--- src/sv/cttk_pkg.sv ---
// Shared types and constants of the configuration text tokenizer.
// Depends on nothing; used by every module of the block.
package cttk_pkg;

    // Token kind codes carried on the result channel.
    localparam logic [2:0] KIND_STRING = 3'd0;
    localparam logic [2:0] KIND_IDENT  = 3'd1;
    localparam logic [2:0] KIND_NUMBER = 3'd2;
    localparam logic [2:0] KIND_OPER   = 3'd3;
    localparam logic [2:0] KIND_PUNCT  = 3'd4;
    localparam logic [2:0] KIND_BADCH  = 3'd5;
    localparam logic [2:0] KIND_UNTERM = 3'd6;
    localparam logic [2:0] KIND_END    = 3'd7;

    // Characters with a meaning of their own.
    localparam logic [7:0] CH_NUL    = 8'h00;
    localparam logic [7:0] CH_EQ     = 8'h3D;
    localparam logic [7:0] CH_COMMA  = 8'h2C;
    localparam logic [7:0] CH_LBRACK = 8'h5B;
    localparam logic [7:0] CH_RBRACK = 8'h5D;
    localparam logic [7:0] CH_LBRACE = 8'h7B;
    localparam logic [7:0] CH_RBRACE = 8'h7D;
    localparam logic [7:0] CH_QUOTE  = 8'h22;
    localparam logic [7:0] CH_USCORE = 8'h5F;

    // Number of result slots in the output queue; a byte causes at most two.
    localparam logic [1:0] QUEUE_DEPTH = 2'd2;

    typedef struct packed {
        logic [2:0] token_kind;
        logic [7:0] byte_value;
        logic       byte_valid;
        logic       token_done;
        logic       last;
    } t_result;

    // Results caused by one byte: count 0..2, entries in output order.
    typedef struct packed {
        logic [1:0] cnt;
        t_result    res0;
        t_result    res1;
    } t_lex_out;

endpackage

--- src/sv/config_text_tokenizer.sv ---
// Top level of the configuration text tokenizer.
// Depends on cttk_pkg, cttk_lex and cttk_outq.
//
// Input channel: one text byte per beat on i_ch (i_valid / o_ready);
// a zero byte marks end of input. Output channel: one result per beat
// (o_valid / i_ready) with token kind, optional content byte, token-done
// and last flags; last marks the final result caused by a byte.
// A byte is held in an input register, classified there against the
// lexer mode, and its zero, one or two results go into a two-entry
// result queue that drives the output ports.
// A byte's results pass through the input register and then the result
// queue before they reach the output ports; a full queue holds the byte.
// Throughput: one byte per cycle while each byte causes at most one
// result and the receiver keeps up; a byte that causes two results
// needs a beat for each, as the single result port drains the queue.
// Reset clears the lexer mode to idle and empties both registers.
// When the receiver stalls, the queue fills and o_ready drops once the
// held byte's results no longer fit; nothing is lost.
module config_text_tokenizer (
    input  logic       i_clk,
    input  logic       i_rst_n,
    input  logic       i_valid,
    output logic       o_ready,
    input  logic [7:0] i_ch,
    output logic       o_valid,
    input  logic       i_ready,
    output logic [2:0] o_token_kind,
    output logic [7:0] o_byte_value,
    output logic       o_byte_valid,
    output logic       o_token_done,
    output logic       o_last
);

    logic               r_in_valid;
    logic [7:0]         r_in_ch;
    logic               take;
    logic [1:0]         free;
    cttk_pkg::t_lex_out lex;
    cttk_pkg::t_result  res;

    cttk_lex u_lex (
        .i_clk   (i_clk),
        .i_rst_n (i_rst_n),
        .i_ch    (r_in_ch),
        .i_take  (take),
        .o_lex   (lex)
    );

    // The held byte moves on only when all of its results fit the queue.
    assign take    = r_in_valid && (lex.cnt <= free);
    assign o_ready = !r_in_valid || take;

    cttk_outq u_outq (
        .i_clk       (i_clk),
        .i_rst_n     (i_rst_n),
        .i_push      (lex),
        .i_push_cnt  (take ? lex.cnt : 2'd0),
        .i_pop_ready (i_ready),
        .o_valid     (o_valid),
        .o_res       (res),
        .o_free      (free)
    );

    assign o_token_kind = res.token_kind;
    assign o_byte_value = res.byte_value;
    assign o_byte_valid = res.byte_valid;
    assign o_token_done = res.token_done;
    assign o_last       = res.last;

    always_ff @(posedge i_clk) begin
        if (!i_rst_n) begin
            r_in_valid <= 1'b0;
        end else if (o_ready) begin
            r_in_valid <= i_valid;
        end
    end

    always_ff @(posedge i_clk) begin
        if (o_ready && i_valid) begin
            r_in_ch <= i_ch;
        end
    end

endmodule

--- src/sv/cttk_lex.sv ---
// Byte classifier and lexer mode register of the tokenizer.
// Depends on cttk_pkg for result types, kind codes and characters.
module cttk_lex (
    input  logic               i_clk,
    input  logic               i_rst_n,
    input  logic [7:0]         i_ch,
    input  logic               i_take,
    output cttk_pkg::t_lex_out o_lex
);

    typedef enum logic [2:0] {
        MODE_IDLE  = 3'd0,
        MODE_STR   = 3'd1,
        MODE_IDENT = 3'd2,
        MODE_NUM   = 3'd3,
        MODE_HALT  = 3'd4
    } t_mode;

    typedef struct packed {
        t_mode             mode;
        logic              has;
        cttk_pkg::t_result res;
    } t_idle;

    t_mode r_mode;
    t_mode n_mode;

    function automatic cttk_pkg::t_result mk_res(input logic [2:0] kind,
                                                 input logic [7:0] bval,
                                                 input logic       bvalid,
                                                 input logic       done);
        cttk_pkg::t_result r;
        r.token_kind = kind;
        r.byte_value = bvalid ? bval : 8'h00;
        r.byte_valid = bvalid;
        r.token_done = done;
        r.last       = 1'b0;
        return r;
    endfunction

    function automatic logic is_alpha(input logic [7:0] c);
        return (c >= 8'h61 && c <= 8'h7A) || (c >= 8'h41 && c <= 8'h5A);
    endfunction

    function automatic logic is_digit(input logic [7:0] c);
        return c >= 8'h30 && c <= 8'h39;
    endfunction

    function automatic logic is_space(input logic [7:0] c);
        return c == 8'h20 || (c >= 8'h09 && c <= 8'h0D);
    endfunction

    function automatic logic is_punct(input logic [7:0] c);
        return c == cttk_pkg::CH_COMMA || c == cttk_pkg::CH_LBRACK ||
               c == cttk_pkg::CH_RBRACK || c == cttk_pkg::CH_LBRACE ||
               c == cttk_pkg::CH_RBRACE;
    endfunction

    // Handling of a byte seen outside any token.
    function automatic t_idle idle_step(input logic [7:0] c);
        t_idle s;
        s.mode = MODE_IDLE;
        s.has  = 1'b1;
        s.res  = mk_res(cttk_pkg::KIND_BADCH, c, 1'b1, 1'b1);
        if (c == cttk_pkg::CH_NUL) begin
            s.res = mk_res(cttk_pkg::KIND_END, c, 1'b0, 1'b1);
        end else if (is_space(c)) begin
            s.has = 1'b0;
        end else if (c == cttk_pkg::CH_QUOTE) begin
            s.mode = MODE_STR;
            s.has  = 1'b0;
        end else if (is_alpha(c)) begin
            s.mode = MODE_IDENT;
            s.res  = mk_res(cttk_pkg::KIND_IDENT, c, 1'b1, 1'b0);
        end else if (is_digit(c)) begin
            s.mode = MODE_NUM;
            s.res  = mk_res(cttk_pkg::KIND_NUMBER, c, 1'b1, 1'b0);
        end else if (c == cttk_pkg::CH_EQ) begin
            s.res  = mk_res(cttk_pkg::KIND_OPER, c, 1'b1, 1'b1);
        end else if (is_punct(c)) begin
            s.res  = mk_res(cttk_pkg::KIND_PUNCT, c, 1'b1, 1'b1);
        end else begin
            s.mode = MODE_HALT;
        end
        return s;
    endfunction

    always_comb begin
        t_idle             idl;
        logic              go_idle;
        logic              pre_has;
        cttk_pkg::t_result pre;
        cttk_pkg::t_result second;
        idl     = idle_step(i_ch);
        go_idle = 1'b0;
        pre_has = 1'b0;
        pre     = mk_res(cttk_pkg::KIND_END, i_ch, 1'b0, 1'b1);
        second  = mk_res(cttk_pkg::KIND_END, i_ch, 1'b0, 1'b1);
        n_mode  = r_mode;
        o_lex.cnt = 2'd0;
        unique case (r_mode)
            MODE_HALT: begin
                if (i_ch == cttk_pkg::CH_NUL) begin
                    n_mode    = MODE_IDLE;
                    pre_has   = 1'b1;
                end
            end
            MODE_STR: begin
                if (i_ch == cttk_pkg::CH_NUL) begin
                    // Unterminated string, then the end result.
                    pre      = mk_res(cttk_pkg::KIND_UNTERM, i_ch, 1'b0, 1'b1);
                    pre_has  = 1'b1;
                    go_idle  = 1'b1;
                end else if (i_ch == cttk_pkg::CH_QUOTE) begin
                    pre      = mk_res(cttk_pkg::KIND_STRING, i_ch, 1'b0, 1'b1);
                    pre_has  = 1'b1;
                    n_mode   = MODE_IDLE;
                end else begin
                    pre      = mk_res(cttk_pkg::KIND_STRING, i_ch, 1'b1, 1'b0);
                    pre_has  = 1'b1;
                end
            end
            MODE_IDENT: begin
                pre_has = 1'b1;
                if (is_alpha(i_ch) || is_digit(i_ch) || i_ch == cttk_pkg::CH_USCORE) begin
                    pre     = mk_res(cttk_pkg::KIND_IDENT, i_ch, 1'b1, 1'b0);
                end else begin
                    pre     = mk_res(cttk_pkg::KIND_IDENT, i_ch, 1'b0, 1'b1);
                    go_idle = 1'b1;
                end
            end
            MODE_NUM: begin
                pre_has = 1'b1;
                if (is_digit(i_ch)) begin
                    pre     = mk_res(cttk_pkg::KIND_NUMBER, i_ch, 1'b1, 1'b0);
                end else begin
                    pre     = mk_res(cttk_pkg::KIND_NUMBER, i_ch, 1'b0, 1'b1);
                    go_idle = 1'b1;
                end
            end
            default: begin
                go_idle = 1'b1;
            end
        endcase

        if (go_idle) begin
            n_mode = idl.mode;
        end

        // Pack the prefix result and the idle result in output order.
        if (pre_has && go_idle && idl.has) begin
            o_lex.cnt = 2'd2;
            o_lex.res0 = pre;
            second     = idl.res;
        end else if (pre_has) begin
            o_lex.cnt = 2'd1;
            o_lex.res0 = pre;
        end else if (go_idle && idl.has) begin
            o_lex.cnt = 2'd1;
            o_lex.res0 = idl.res;
        end else begin
            o_lex.res0 = pre;
        end
        o_lex.res0.last = (o_lex.cnt == 2'd1);
        o_lex.res1      = second;
        o_lex.res1.last = 1'b1;
    end

    always_ff @(posedge i_clk) begin
        if (!i_rst_n) begin
            r_mode <= MODE_IDLE;
        end else if (i_take) begin
            r_mode <= n_mode;
        end
    end

endmodule

--- src/sv/cttk_outq.sv ---
// Two-entry result queue between the lexer and the output channel.
// Depends on cttk_pkg for the result types and the queue depth.
module cttk_outq (
    input  logic               i_clk,
    input  logic               i_rst_n,
    input  cttk_pkg::t_lex_out i_push,
    input  logic [1:0]         i_push_cnt,
    input  logic               i_pop_ready,
    output logic               o_valid,
    output cttk_pkg::t_result  o_res,
    output logic [1:0]         o_free
);

    cttk_pkg::t_result r_q [2];
    cttk_pkg::t_result n_q [2];
    logic [1:0]        r_cnt;
    logic [1:0]        n_cnt;
    logic              pop;

    assign o_valid = (r_cnt != 2'd0);
    assign o_res   = r_q[0];
    assign pop     = o_valid && i_pop_ready;
    // A slot freed by this cycle's pop can be refilled in the same cycle.
    assign o_free  = cttk_pkg::QUEUE_DEPTH - r_cnt + {1'b0, pop};

    always_comb begin
        n_q[0] = r_q[0];
        n_q[1] = r_q[1];
        n_cnt  = r_cnt;
        if (pop) begin
            n_q[0] = r_q[1];
            n_cnt  = r_cnt - 2'd1;
        end
        if (i_push_cnt != 2'd0) begin
            if (n_cnt == 2'd0) begin
                n_q[0] = i_push.res0;
                n_q[1] = i_push.res1;
            end else begin
                n_q[1] = i_push.res0;
            end
        end
        n_cnt = n_cnt + i_push_cnt;
    end

    always_ff @(posedge i_clk) begin
        if (!i_rst_n) begin
            r_cnt <= 2'd0;
        end else begin
            r_cnt <= n_cnt;
        end
    end

    always_ff @(posedge i_clk) begin
        r_q[0] <= n_q[0];
        r_q[1] <= n_q[1];
    end

endmodule

--- config.mk ---
export PLATFORM = sky130hd
export DESIGN_NAME = config_text_tokenizer
export DESIGN_NICKNAME = d
export VERILOG_FILES = /design/src/sv/cttk_pkg.sv /design/src/sv/config_text_tokenizer.sv /design/src/sv/cttk_lex.sv /design/src/sv/cttk_outq.sv
export SDC_FILE = /design/constraint.sdc
export NUM_CORES = 1
export LEC_CHECK = 0
export BUFFER_PORTS_ARGS = -buffer_cell sky130_fd_sc_hd__buf_2
export CORE_AREA = 4 4 109 111
export CTS_CLUSTER_SIZE = 12
export DETAILED_ROUTE_END_ITERATION = 16
export DIE_AREA = 0 0 113 115
export PLACE_DENSITY = 0.4
export SYNTH_ARGS = -nofsm -noshare
export SYNTH_HDL_FRONTEND = slang
export SYNTH_HIERARCHICAL = 1
export SYNTH_SLANG_ARGS = --single-unit
export TNS_END_PERCENT = 5
--- constraint.sdc ---
create_clock -name i_clk -period 3.5 [get_ports i_clk]
set_clock_uncertainty 0.1 [all_clocks]
set_input_delay 0.35 -clock i_clk [delete_from_list [all_inputs] [get_ports i_clk]]
set_output_delay 0.35 -clock i_clk [all_outputs]
set_load 0.01 [all_outputs]
Yosys cells after proc, flatten, opt, wreduce, memory -nomap -nowiden

Memories as Yosys holds them, arrays and structs flattened.
Cells that the tools add are included.

Add/sub/neg operators: 4
$lt $le $gt $ge: 9
Equal/unequal tests: 17
Muxes and demuxes: 42
Reductions and logical operators: 27

Operators with widths:

| operator                                                                            | number |
|---|---|
| 14-bit two-way mux                                                                  | 12 |
| 14-bit case mux with 3 select lines                                                 | 1 |
| 8-bit by 7-bit == test with 1-bit output, second input constant                     | 5 |
| 11-bit two-way mux                                                                  | 3 |
| 8-bit by 6-bit == test with 1-bit output, second input constant                     | 4 |
| 16-bit two-way mux                                                                  | 2 |
| 3-bit two-way mux                                                                   | 10 |
| 28-bit two-way mux                                                                  | 1 |
| 8-bit by 7-bit greater-or-equal comparator with 1-bit output, second input constant | 2 |
| 8-bit by 7-bit less-or-equal comparator with 1-bit output, second input constant    | 2 |
| 12-bit two-way mux                                                                  | 1 |
| 1-bit logical AND                                                                   | 10 |
| 1-bit logical OR                                                                    | 9 |
| 8-bit by 4-bit greater-or-equal comparator with 1-bit output, second input constant | 1 |
| 8-bit by 6-bit greater-or-equal comparator with 1-bit output, second input constant | 1 |
| 8-bit by 4-bit less-or-equal comparator with 1-bit output, second input constant    | 1 |
| 8-bit by 6-bit less-or-equal comparator with 1-bit output, second input constant    | 1 |
| 8-bit logical NOT                                                                   | 1 |
| 3-bit by 2-bit == test with 1-bit output, second input constant                     | 2 |
| 1-bit two-way mux                                                                   | 6 |
| 3-bit by 1-bit != test with 1-bit output, second input constant                     | 2 |
| 3-bit case mux with 2 select lines                                                  | 1 |
| 5-bit AND reduction                                                                 | 1 |
| 2-bit two-way mux                                                                   | 2 |
| 17 further kinds                                                                    | 18 |

Register bits: 14
RAM bits: 28
Bits of input ports: 12
Output and inout bits: 16
Logic and storage cells: 104
Memories kept: 1

Memories:

| memory     | words | width | rd ports | clocked after Yosys merged registers in | wr ports | RTL line        | RTL |
|---|---|---|---|---|---|---|---|
| u_outq.r_q | 2     | 14    | 2        | 0                                       | 2        | cttk_outq.sv:14 | `cttk_pkg::t_result r_q [2];` |

Logic depth before layout (Yosys ltp)

Depth after elaboration: 21
Gate-level depth with buffers: 19
Gate-level depth less buffers: 15

Modules after synthesis

Netlist, hierarchy kept.

Modules (own cells, without submodules):

| module                | instances | cells an instance | area each (um^2) | seq. area each (um^2) |
|---|---|---|---|---|
| cttk_outq             | 1         | 126               | 1520.2           | 740.7 |
| cttk_lex              | 1         | 121               | 802.0            | 60.1 |
| config_text_tokenizer | 1         | 23                | 380.4            | 260.2 |

Worst setup path before layout

No wires, ideal clock.

Kind: reg2reg
Start point: register r_in_ch[3]
End point: memory u_outq/r_q[0][2] in the netlist's numbering
Library setup time: 0.131 ns
Arrival time: 3.440 ns
Data required time: 3.269 ns
Path slack: -0.171 ns
Stages on the path, launching flop included: 20
Buffers on the path: 4
Clock period less this slack: 3.671 ns
Cell sequence: edfxtp_1 buf_6 or4_4 o22ai_2 nor2_2 o31a_4 nor3_4 buf_6 nor2_1 buf_4 inv_1 ha_1 nand2_1 o21ai_2 and3_1 o21ai_0 a211oi_4 buf_4 nand2_1 o21ai_1

RTL lines:

| item                     | RTL line                    | RTL |
|---|---|---|
| start: declaration       | config_text_tokenizer.sv:35 | `logic [7:0] r_in_ch;` |
| start signal: assignment | config_text_tokenizer.sv:80 | `r_in_ch <= i_ch;` |
| end: declaration         | cttk_outq.sv:14             |  |

==> run_results.csv <==
group,metric,value,unit
clock_tree,ctsHoldBuffers,0,
floorplanning,io_pins,28,
floorplanning,die_h,115,um
setup_path,r2r_cells,12,
yosys,synth_top_area_share,0.244,
sta,hold_slack,133,ps
grt,antenna_found_initial,0,
sta,fmax,0.291,GHz
setup_path,worstSetupPathType,"flop to flop",
min_path,hold_class,"input port to flop",
placement,gp_congestion,0.796,
layout,final_nets,310,
yosys,netlist-cell-type-count,60,
job,drv_cap,0,
detailed_routing,dr_total_vias,1926,
min_path,min_path_cells,1,
yosys,ys.flop_type,"edfxtp_1",
setup_path,cp-start-kind,"flop",
sta,period_needed,3430,ps
clock_tree,htree_levels,2,
yosys,synth_common_cells,"nand2_1 (30), edfxtp_1 (22), dfxtp_1 (20), buf_4 (18)",
yosys,synthCells,270,
grt,track_usage,0.0893,
sta,rsz0062_at_grt,"true",
detailed_routing,wl_per_cell,12.8,um
yosys,avgSynthCellArea,10.0,um2
power_and_ir_drop,cellPowerDensity,842,nW/um2
setup_path,crit_path_end_kind,"flop",
yosys,post-synth-top-count-cell,"nand2_1",
grt,gr-total-overflow,0,
clock_tree,clock-sinks,42,
yosys,synth_edf_count,22,
clock_tree,numCtsBuffers,5,
floorplanning,start_util,0.250,
clock_tree,root_buffer,"clkbuf_8",
yosys,synth_largest_area_cell,"edfxtp_1",
yosys,synth-async-reset-ratio,0,
layout,areaGrowthSynthToFinish,14.0,%
sta,min_period_over_period,0.981,
sta,setup_viol,0,
clock_tree,cts_tree,"built",
outcome,outcome,"completed",
setup_path,required,3400,ps
floorplanning,die-area,13000,um2
yosys,seq_area_frac_synth,0.393,
sta,worst_pin_slew,562,ps
setup_path,worstPathMaxFanout,14,
floorplanning,floorplan.rows,38,
placement,hpwl,4250,um
setup_path,worstPathArrival,3330,ps
detailed_routing,firstDrtPassIters,4,
grt,grt_first_pass_wirelength,9510,um
grt,grt_max_degree,29,
detailed_routing,antenna_left,0,
clock_tree,clockBufferDepth,2,
clock_tree,clk_latency,290,ps
sta,timing.final.max_slew_violations,0,
power_and_ir_drop,vdd_drop_max,0.281,mV
detailed_routing,drc,0,
floorplanning,die_x,113,um
layout,post_route_cells_drive_above_1_share,0.292,
yosys,ys_ff_latch,42,
yosys,ys_warn_count,6,
grt,grt_pass1_vias,1931,
sta,tns,0,ps
detailed_routing,via_per_inst,4.43,
detailed_routing,drt_iter0_markers,115,
yosys,synth_area,2700,um2
floorplanning,core,10800,um2
placement,io_buffers,27,
yosys,synthesis.nets,286,
power_and_ir_drop,p_leak,1.25,nW
layout,antenna_cells,0,
clock_tree,path_clk_slew,70,ps
setup_path,rrSetupSlack,70,ps
detailed_routing,drt-total-wl,5590,um
sta,slew-limit-headroom,0.621,
yosys,yosys-top-cells-area,"edfxtp_1 (24%), dfxtp_1 (15%), mux2i_1 (6.3%), mux2_4 (5.6%), buf_4 (5.0%)",
sta,hold_viol,0,
layout,final_util,0.285,
## routing by layer
metal / wire length (um) / track usage / up-vias
li1: - / - / 994
met1: 2780 / 0.122 / 883
met2: 2450 / 0.140 / 42
met3: 299 / 0.0221 / 7
met4: 61 / 0.0264 / 0
met5: 0 / 0 / -
## placed cells by master (no fill, tap or decap), types with 2 or more instances in the layout
master,n
a21boi_0,3
a21oi_1,4
a41oi_1,3
and2_1,17
and3_4,2
buf_12,2
buf_2,26
buf_4,19
clkbuf_8,5
clkinv_2,2
dfxtp_1,20
edfxtp_1,22
ha_1,4
inv_1,8
mux2_1,4
mux2_4,10
mux2i_1,17
nand2_1,30
nand2b_1,7
nand3_1,5
nand4_1,2
nand4b_1,2
nor2_1,8
nor2_2,2
nor2b_1,2
nor3_1,3
nor4_1,2
o21a_1,2
o21ai_0,8
o21ai_1,16
o31ai_1,2
or3_1,2
xnor2_1,3
## area by class of cell
type	instances	area (um2)
multi-input combinational	189	1410
sequential	42	1060
inverter	8	30.0
tap	140	175
clock inverter	2	10.0
timing repair buffer	48	324
clock buffer	6	72.6
fill	1135	7710
## where the power goes
part	switching, mW	leakage (nW)	internal, mW
clock	0.167	0.0450	0.138
sequential	0.0789	0.371	0.754
combinational	0.737	0.834	0.719
## what timing repair did
action | 4_1_cts | 5_1_grt
gates cloned | 0 | 0
gates resized for setup | 1 | 5
buffers inserted | 0 | 0
endpoints found under the setup margin | 1 | 30
## worst max-delay path, cell delays in order (launching register included)
cell	delay, ps
edfxtp_1	390
or4_4	580
o22ai_2	180
nor2_2	60
o31a_4	380
o21a_1	170
nor2_1	120
inv_1	60
ha_1	210
nor2b_4	160
o21ai_2	80
and3_4	190
or2_2	450
## path summary, 6_finish.rpt
check                              startpoint                     endpoint
setup / recovery         r_in_ch[1]$_DFFE_PP_  u_outq/r_q[0][24]$_DFFE_PN_
hold / removal                        i_ch[6]         r_in_ch[6]$_DFFE_PP_
setup reg to reg         r_in_ch[1]$_DFFE_PP_  u_outq/r_q[0][24]$_DFFE_PN_
hold reg to reg   u_outq/r_q[0][14]$_DFFE_PN_     u_outq/r_q[0][0]$_DFF_P_
## flip-flops by register name, summed over array words and instances (netlist names)
| register | count |
|---|---|
| u_outq/r_q | 28 |
| r_in_ch | 8 |
| u_lex/r_mode | 3 |
| u_outq/r_cnt | 2 |
| r_in_valid | 1 |
## stage by stage
| step | total power, mW | std cells | worst slack [ps] | instance area (um2) |
|---|---|---|---|---|
| floorplan | 2.13 | 270 | -127 | 2700 |
| global placement | 2.30 | 427 | 44.9 | 2970 |
| detailed placement | 2.31 | 427 | 10.9 | 2970 |
| CTS | 2.63 | 435 | 20.5 | 3050 |
| global route | 2.83 | 435 | -180 | 3080 |
| finish | 2.59 | 435 | 68.1 | 3080 |
## logic make-up after synthesis
family,Yosys count,synth area share
flip-flops,42,0.393
buffers and inverters,39,0.0963
XOR/XNOR,5,0.0162
adder cells (fa/ha/maj),4,0.0185
multiplexers,31,0.135
other,1,0.00139
AO/OA/AOI/OAI,51,0.139
AND/OR/NAND/NOR,97,0.200
(Power assumes the default switching activity.)
